===== src/hw/rtl/rcr_pkg.sv =====
// ----------------------------------------------------------------------------
// rcr_pkg: shared types for the rectangle connector router
// Pixel and half-pixel coordinate types, rectangle pair and route records.
// ----------------------------------------------------------------------------
`default_nettype none

package rcr_pkg;

  // Field widths
  localparam int unsigned PixW   = 16;
  localparam int unsigned CoordW = PixW + 1;
  localparam int unsigned InW    = 8 * PixW;
  localparam int unsigned SegW   = 4 * CoordW;
  localparam int unsigned OutW   = ((SegW + 7) / 8) * 8;

  typedef logic signed [PixW-1:0]   pix_t;
  typedef logic signed [CoordW-1:0] coord_t;

  // Edges, left in the lowest bits
  typedef struct packed {
    pix_t bottom;
    pix_t right;
    pix_t top;
    pix_t left;
  } rect_t;

  // Rectangle A in the lowest bits, matches the input word layout
  typedef struct packed {
    rect_t b;
    rect_t a;
  } pair_t;

  // One segment, start_x in the lowest bits
  typedef struct packed {
    coord_t ey;
    coord_t ex;
    coord_t sy;
    coord_t sx;
  } seg_t;

  // Full route for one pair: one or two segments
  typedef struct packed {
    logic ok;
    logic two;
    seg_t s0;
    seg_t s1;
  } route_t;

endpackage

`default_nettype wire


===== src/hw/rtl/rcr_route.sv =====
// ----------------------------------------------------------------------------
// rcr_route: connector route logic
// Tests the four placements of A against B in priority order and builds the
// straight or L shaped route in doubled coordinates. Purely combinational.
// ----------------------------------------------------------------------------
`default_nettype none

module rcr_route (
  input  wire rcr_pkg::pair_t pair_i,
  output rcr_pkg::route_t     route_o
);

  // Doubled edges and edge sums (centers)
  rcr_pkg::coord_t acx, acy, bcx, bcy;
  rcr_pkg::coord_t al2, at2, ar2, ab2, bl2, bt2, br2, bb2;
  rcr_pkg::coord_t a_h, b_h, a_w, b_w;
  rcr_pkg::route_t hr0, hr1, vr0, vr1;

  function automatic rcr_pkg::coord_t dbl(rcr_pkg::pix_t p);
    return {p, 1'b0};
  endfunction

  function automatic rcr_pkg::coord_t add(rcr_pkg::pix_t p, rcr_pkg::pix_t q);
    return {p[rcr_pkg::PixW-1], p} + {q[rcr_pkg::PixW-1], q};
  endfunction

  function automatic rcr_pkg::coord_t sub(rcr_pkg::pix_t p, rcr_pkg::pix_t q);
    return {p[rcr_pkg::PixW-1], p} - {q[rcr_pkg::PixW-1], q};
  endfunction

  // Left / right placement
  function automatic rcr_pkg::route_t h_route(
    logic hit, rcr_pkg::coord_t a_near, rcr_pkg::coord_t b_near,
    rcr_pkg::coord_t cx_a, rcr_pkg::coord_t cy_a, rcr_pkg::coord_t cy_b,
    rcr_pkg::coord_t top_a, rcr_pkg::coord_t bot_a,
    logic ab_in, logic ba_in, logic a_big);
    rcr_pkg::route_t r;
    logic ab_ok, ba_ok;
    r = '0;
    ab_ok = ab_in & ~(ba_in & a_big);
    ba_ok = ba_in & ~(ab_in & ~a_big);
    if (hit) begin
      if (ab_ok) begin
        r.ok = 1'b1;
        r.s0 = '{ey: cy_a, ex: b_near, sy: cy_a, sx: a_near};
      end else if (ba_ok) begin
        r.ok = 1'b1;
        r.s0 = '{ey: cy_b, ex: a_near, sy: cy_b, sx: b_near};
      end else if (top_a >= cy_b || bot_a <= cy_b) begin
        r.ok  = 1'b1;
        r.two = 1'b1;
        r.s0  = '{ey: cy_b, ex: cx_a, sy: cy_b, sx: b_near};
        r.s1  = '{ey: (top_a >= cy_b) ? top_a : bot_a, ex: cx_a, sy: cy_b, sx: cx_a};
      end
    end
    return r;
  endfunction

  // Above / below placement
  function automatic rcr_pkg::route_t v_route(
    logic hit, rcr_pkg::coord_t a_near, rcr_pkg::coord_t b_near,
    rcr_pkg::coord_t cx_a, rcr_pkg::coord_t cy_a, rcr_pkg::coord_t cx_b,
    rcr_pkg::coord_t lft_a, rcr_pkg::coord_t rgt_a,
    logic ab_in, logic ba_in, logic a_big);
    rcr_pkg::route_t r;
    logic ab_ok, ba_ok;
    r = '0;
    ab_ok = ab_in & ~(ba_in & a_big);
    ba_ok = ba_in & ~(ab_in & ~a_big);
    if (hit) begin
      if (ab_ok) begin
        r.ok = 1'b1;
        r.s0 = '{ey: b_near, ex: cx_a, sy: a_near, sx: cx_a};
      end else if (ba_ok) begin
        r.ok = 1'b1;
        r.s0 = '{ey: a_near, ex: cx_b, sy: b_near, sx: cx_b};
      end else if (lft_a >= cx_b || rgt_a <= cx_b) begin
        r.ok  = 1'b1;
        r.two = 1'b1;
        r.s0  = '{ey: cy_a, ex: cx_b, sy: b_near, sx: cx_b};
        r.s1  = '{ey: cy_a, ex: (lft_a >= cx_b) ? lft_a : rgt_a, sy: cy_a, sx: cx_b};
      end
    end
    return r;
  endfunction

  assign acx = add(pair_i.a.left, pair_i.a.right);
  assign acy = add(pair_i.a.top, pair_i.a.bottom);
  assign bcx = add(pair_i.b.left, pair_i.b.right);
  assign bcy = add(pair_i.b.top, pair_i.b.bottom);
  assign al2 = dbl(pair_i.a.left);
  assign at2 = dbl(pair_i.a.top);
  assign ar2 = dbl(pair_i.a.right);
  assign ab2 = dbl(pair_i.a.bottom);
  assign bl2 = dbl(pair_i.b.left);
  assign bt2 = dbl(pair_i.b.top);
  assign br2 = dbl(pair_i.b.right);
  assign bb2 = dbl(pair_i.b.bottom);
  assign a_h = sub(pair_i.a.bottom, pair_i.a.top);
  assign b_h = sub(pair_i.b.bottom, pair_i.b.top);
  assign a_w = sub(pair_i.a.right, pair_i.a.left);
  assign b_w = sub(pair_i.b.right, pair_i.b.left);

  // The four candidate placements
  assign hr0 = h_route(acx >= br2, al2, br2, acx, acy, bcy, at2, ab2,
                       (acy >= bt2) && (acy <= bb2), (bcy >= at2) && (bcy <= ab2),
                       a_h > b_h);
  assign hr1 = h_route(acx <= bl2, ar2, bl2, acx, acy, bcy, at2, ab2,
                       (acy >= bt2) && (acy <= bb2), (bcy >= at2) && (bcy <= ab2),
                       a_h > b_h);
  assign vr0 = v_route(pair_i.a.bottom < pair_i.b.top, ab2, bt2, acx, acy, bcx, al2, ar2,
                       (acx >= bl2) && (acx <= br2), (bcx >= al2) && (bcx <= ar2),
                       a_w > b_w);
  assign vr1 = v_route(pair_i.a.top > pair_i.b.bottom, at2, bb2, acx, acy, bcx, al2, ar2,
                       (acx >= bl2) && (acx <= br2), (bcx >= al2) && (bcx <= ar2),
                       a_w > b_w);

  // First placement that yields a route wins; otherwise the zero segment
  always_comb begin
    if (hr0.ok) begin
      route_o = hr0;
    end else if (hr1.ok) begin
      route_o = hr1;
    end else if (vr0.ok) begin
      route_o = vr0;
    end else if (vr1.ok) begin
      route_o = vr1;
    end else begin
      route_o = '0;
    end
  end

endmodule

`default_nettype wire


===== src/hw/rtl/rect_connector_router_top.sv =====
// ----------------------------------------------------------------------------
// rect_connector_router_top: connector router between two rectangles
// Stream wrapper around the route logic with an input and a result register.
// ----------------------------------------------------------------------------
// Each input word carries rectangles A and B; the block returns the connector
// between them as one straight segment or two segments of an L, in half-pixel
// coordinates, with tlast on the final segment and tuser set when a route was
// found (an unroutable pair gives one all-zero segment with tuser low). The
// route is computed combinationally between the input register and the result
// register. Both segments of a pair leave through the single result channel,
// so a pair that yields an L holds the result register until both of its
// segments have left; a new pair is taken while the previous result waits.
`default_nettype none

module rect_connector_router_top (
  input  wire logic                     clk_i,
  input  wire logic                     rst_ni,
  // a_left, a_top, a_right, a_bottom, b_left, b_top, b_right, b_bottom
  input  wire logic [rcr_pkg::InW-1:0]  s_axis_tdata_i,
  input  wire logic                     s_axis_tvalid_i,
  output logic                          s_axis_tready_o,
  // start_x, start_y, end_x, end_y, zero fill
  output logic [rcr_pkg::OutW-1:0]      m_axis_tdata_o,
  // connected
  output logic                          m_axis_tuser_o,
  output logic                          m_axis_tlast_o,
  output logic                          m_axis_tvalid_o,
  input  wire logic                     m_axis_tready_i
);

  rcr_pkg::pair_t  in_q;
  logic            in_valid_q;
  rcr_pkg::route_t route;
  rcr_pkg::route_t res_q;
  logic            res_valid_q, idx_q;
  logic            out_take, out_last, res_free, move, in_free;
  rcr_pkg::seg_t   seg;

  // Handshake bookkeeping
  assign out_last = ~res_q.two | idx_q;
  assign out_take = res_valid_q & m_axis_tready_i;
  assign res_free = ~res_valid_q | (out_take & out_last);
  assign move     = in_valid_q & res_free;
  assign in_free  = ~in_valid_q | move;

  assign s_axis_tready_o = in_free;

  // Input register
  always_ff @(posedge clk_i or negedge rst_ni) begin
    if (!rst_ni) begin
      in_valid_q <= 1'b0;
    end else if (in_free) begin
      in_valid_q <= s_axis_tvalid_i;
    end
  end

  always_ff @(posedge clk_i) begin
    if (in_free && s_axis_tvalid_i) begin
      in_q <= rcr_pkg::pair_t'(s_axis_tdata_i);
    end
  end

  rcr_route u_route (
    .pair_i  (in_q),
    .route_o (route)
  );

  // Result register and segment index
  always_ff @(posedge clk_i or negedge rst_ni) begin
    if (!rst_ni) begin
      res_valid_q <= 1'b0;
      idx_q       <= 1'b0;
    end else if (res_free) begin
      res_valid_q <= move;
      idx_q       <= 1'b0;
    end else if (out_take) begin
      idx_q <= 1'b1;
    end
  end

  always_ff @(posedge clk_i) begin
    if (move) begin
      res_q <= route;
    end
  end

  // Output word
  assign seg             = idx_q ? res_q.s1 : res_q.s0;
  assign m_axis_tdata_o  = {{(rcr_pkg::OutW - rcr_pkg::SegW){1'b0}}, seg};
  assign m_axis_tuser_o  = res_q.ok;
  assign m_axis_tlast_o  = out_last;
  assign m_axis_tvalid_o = res_valid_q;

endmodule

`default_nettype wire


===== config.mk =====
export PLATFORM = sky130hd
export DESIGN_NAME = rect_connector_router_top
export DESIGN_NICKNAME = d
export VERILOG_FILES = /design/src/hw/rtl/rcr_pkg.sv /design/src/hw/rtl/rcr_route.sv /design/src/hw/rtl/rect_connector_router_top.sv
export SDC_FILE = /design/constraint.sdc
export NUM_CORES = 1
export LEC_CHECK = 0
export ABC_AREA = 1
export BUFFER_PORTS_ARGS = -buffer_cell sky130_fd_sc_hd__buf_4
export CAP_MARGIN = 30
export CORE_MARGIN = 5
export CORE_UTILIZATION = 56
export DETAILED_ROUTE_END_ITERATION = 8
export PLACE_DENSITY = 0.78
export SETUP_SLACK_MARGIN = 0.3
export SYNTH_ARGS = -nofsm -noshare
export SYNTH_HDL_FRONTEND = slang
export SYNTH_SLANG_ARGS = --single-unit

===== constraint.sdc =====
create_clock -name clk_i -period 7.5 [get_ports clk_i]
set_input_delay 0.75 -clock clk_i [delete_from_list [all_inputs] [get_ports clk_i]]
set_output_delay 0.75 -clock clk_i [all_outputs]
set_load 0.01 [all_outputs]

==> flow_summary_export.csv <==
group,metric,value,unit
clock_tree,htree_levels,1,
status,status,"completed",
hold_path,hold_end,"in_q[10]$_DFFE_PP_",
logic_synthesis,synth_top_area_share,0.319,
logic_synthesis,synth.most_common_cell,"nand2_1",
timing,setup_violations,0,
clock_tree,cts_tree,"built",
die,dieHeight,221,um
finish,layoutNonFillerInstCount,4163,
clock_tree,cts.sinks,269,
logic_synthesis,synth_top_cell_by_area,"edfxtp_1",
clock_tree,clk_path_buf_depth,3,
die,dieArea,49000,um^2
logic_synthesis,avgSynthCellArea,7.31,um^2
finish,final_layout_size_suffix_gt1_frac,0.0930,
clock_tree,clkSlewWorstSetupHoldPaths,0.08,ns
grt,grt_max_degree,85,
route,first_pass_iters,8,
hold_path,hp-class,"input pin to flop",
grt,grt_pass1_wl,119000,um
grt,overflow,0,
logic_synthesis,synth-main-ff-cell,"edfxtp_1",
clock_tree,clkLatencyLatePin,0.60,ns
timing,worst_pin_slew,0.893,ns
finish,final_area,27800,um^2
hold_path,hold_path_depth,1,
die,rows,77,
route,wirelength,78800,um
setup_path,critPathKind,"flop to flop",
finish,syn2layout_area_growth,11.0,%
finish,fillers,4006,
clock_tree,ctsResizeCount,0,
setup_path,worstSetupStartpointType,"flop",
placement,place_congestion,1.04,
setup_path,path_max_fanout,82,
hold_path,min_from,"s_axis_tdata_i[10]",
grt,grtUsageTotal,0.305,
timing,skew,0.0312,ns
logic_synthesis,synthCells,3425,
timing,hold_viol_final,0,
setup_path,r2r-start,"in_q[84]$_DFFE_PP_",
timing,fmax,160,MHz
timing,post-route-min-period,6.26,ns
route,wl_per_cell,18.9,um
die,num_io_pins,208,
die,floorplan.initialDensity,0.566,
timing,period_share,0.835,
logic_synthesis,ys_warn_count,0,
timing,rsz0062_at_grt,"no",
route,via_count,23600,
setup_path,reg2reg_depth,27,
placement,portBuffers,203,
clock_tree,cts_buffers,30,
logic_synthesis,synth_edf_count,266,
route,vias_per_cell,5.68,
timing,setup_tns,0,ns
setup_path,arrival,6.58,ns
placement,dpl.hpwl,62100,um
logic_synthesis,synth_area_leaders,"edfxtp_1 32%, nand2_1 18%, ha_1 16%, inv_1 6.0%, nand3_1 4.5%",
logic_synthesis,synthArstFlopShare,0.0112,
grt,grt_pass1_vias,21000,
setup_path,r2r-end,"res_q[125]$_DFFE_PP_",
timing,drv_slew,0,
logic_synthesis,synth_seq_cells,269,
logic_synthesis,synth-seq-area-share,0.322,
placement,dpl_cell_area,26800,um^2
setup_path,r2r_slack,1.24,ns
grt,antenna_found_initial,0,
logic_synthesis,synthDistinctLibCells,60,
setup_path,crit_path_end_kind,"flop",
finish,diodes,0,
die,fp.coreArea,44200,um^2
logic_synthesis,synth.cell_area,25000,um^2
route,drc,0,
job,cap_viol_max_count,0,
finish,layout.nets,4010,
setup_path,crit_start,"in_q[84]$_DFFE_PP_",
logic_synthesis,ys_top_cells_by_count,"1203 x nand2_1, 402 x inv_1, 321 x ha_1, 266 x edfxtp_1, 223 x nand3_1",
timing,timing.max_slew.rel_slack,0.404,
die,die_w,221,um
placement,dp.cells,4107,
route,drtIter0Drc,3416,
setup_path,cp.required,7.82,ns
route,antenna_left,0,
clock_tree,cts_root_buffer,"clkbuf_16",
## layout make-up
class / count / area (um^2) / area share
Inverter: 427 / 1610 / 0.0578
Timing Repair Buffer: 218 / 1710 / 0.0616
Sequential cell: 269 / 8060 / 0.290
Tap cell: 592 / 741 / 0.0266
Clock buffer: 35 / 791 / 0.0284
Clock inverter: 19 / 181 / 0.00653
Multi-Input combinational cell: 2603 / 14700 / 0.529
## worst max-delay path by stage
stage                     slack, ns                           end  cells after the start
final                          1.24          res_q[125]$_DFFE_PP_                     27
after detailed placement       1.53          res_q[125]$_DFFE_PP_                     28
after global routing           0.92           res_q[99]$_DFFE_PP_                     30
after CTS                      1.49          res_q[125]$_DFFE_PP_                     28
after floorplan                2.47  m_axis_tuser_o$_SDFFCE_PP1P_                      7
after global placement         1.58           res_q[91]$_DFFE_PP_                     30
## through the flow
| stage | setup WS, ns | util | hold slack (ns) |
|---|---|---|---|
| after global routing | 0.919 | 0.629 | 0.306 |
| after CTS | 1.49 | 0.628 | 0.297 |
| after floorplan | 2.47 | - | 0.454 |
| final | 1.24 | 0.629 | 0.317 |
| after detailed placement | 1.53 | 0.606 | 0.496 |
| after global placement | 1.58 | 0.605 | 0.505 |
## cells in the final DEF, fill, tap and decap left out, types with 6 or more instances in the layout
cell          n
o21a_1        6
xor2_1       98
nor3_1       24
buf_4       213
o21ai_1      35
nand2_2       8
nand4_1      38
o2111ai_1     8
a211oi_1     17
clkbuf_16    31
nand2_1    1203
a21oi_1     203
edfxtp_1    266
o21bai_1     15
ha_1        321
xnor2_1       6
a21o_1       14
o211ai_1     24
fa_1          8
nand3_1     223
nor2_1      206
inv_2        21
inv_1       401
o21ai_0      75
clkinv_2      6
## flip-flops by register name, indices dropped and copies added (netlist names)
| register | count |
|---|---|
| m_axis_tuser_o | 1 |
| in_valid_q | 1 |
| in_q | 128 |
| idx_q | 1 |
| res_q | 137 |
| m_axis_tvalid_o | 1 |
## what timing repair did
| action | 4_1_cts | 5_1_grt |
|---|---|---|
| endpoints found under the hold margin | 3 | 0 |
| buffers inserted | 0 | 0 |
| hold buffers | 1 | 0 |
## cells by family (layout without fill, tap and decap cells)
family	Yosys count	in the layout	synth area share
XOR/XNOR	104	104	0.0364
adder cells (fa/ha/maj)	329	329	0.167
other	1	5	0.000150
flip-flops	269	269	0.322
AND/OR/NAND/NOR	1738	1738	0.285
AO/OA/AOI/OAI	427	427	0.0982
buffers and inverters	557	699	0.0917
## layer usage
metal,vias up,track usage,share of wire
met5,-,0,0
met4,0,0.0483,0.014
met3,97,0.0993,0.15
met2,1434,0.395,0.37
met1,10700,0.494,0.46
li1,11400,-,-
## worst max-delay path: stages, from the launching register on
cell      delay (ns)
edfxtp_1        0.41
inv_1           0.28
ha_1            0.37
inv_1           0.22
nand2_1         0.08
nand2_1         0.10
a21oi_1         0.07
nand2_1         0.14
a21oi_2         0.10
o21ai_2         0.23
nand2_1         0.09
nand2_1         0.08
xor2_1          0.69
ha_1            0.37
nand2_1         0.11
nor2_1          0.07
a21oi_1         0.24
nand2_1         0.09
nand2_1         0.06
nand2_1         0.06
nand2_1         0.16
nand3_4         0.27
nand2_4         0.74
inv_4           0.43
nand2_1         0.18
o21ai_0         0.11
nand2_1         0.13
nand2_1         0.09
Power is not shown: default switching activity piles up to over one toggle a cycle in this logic, so the estimate is an artifact.
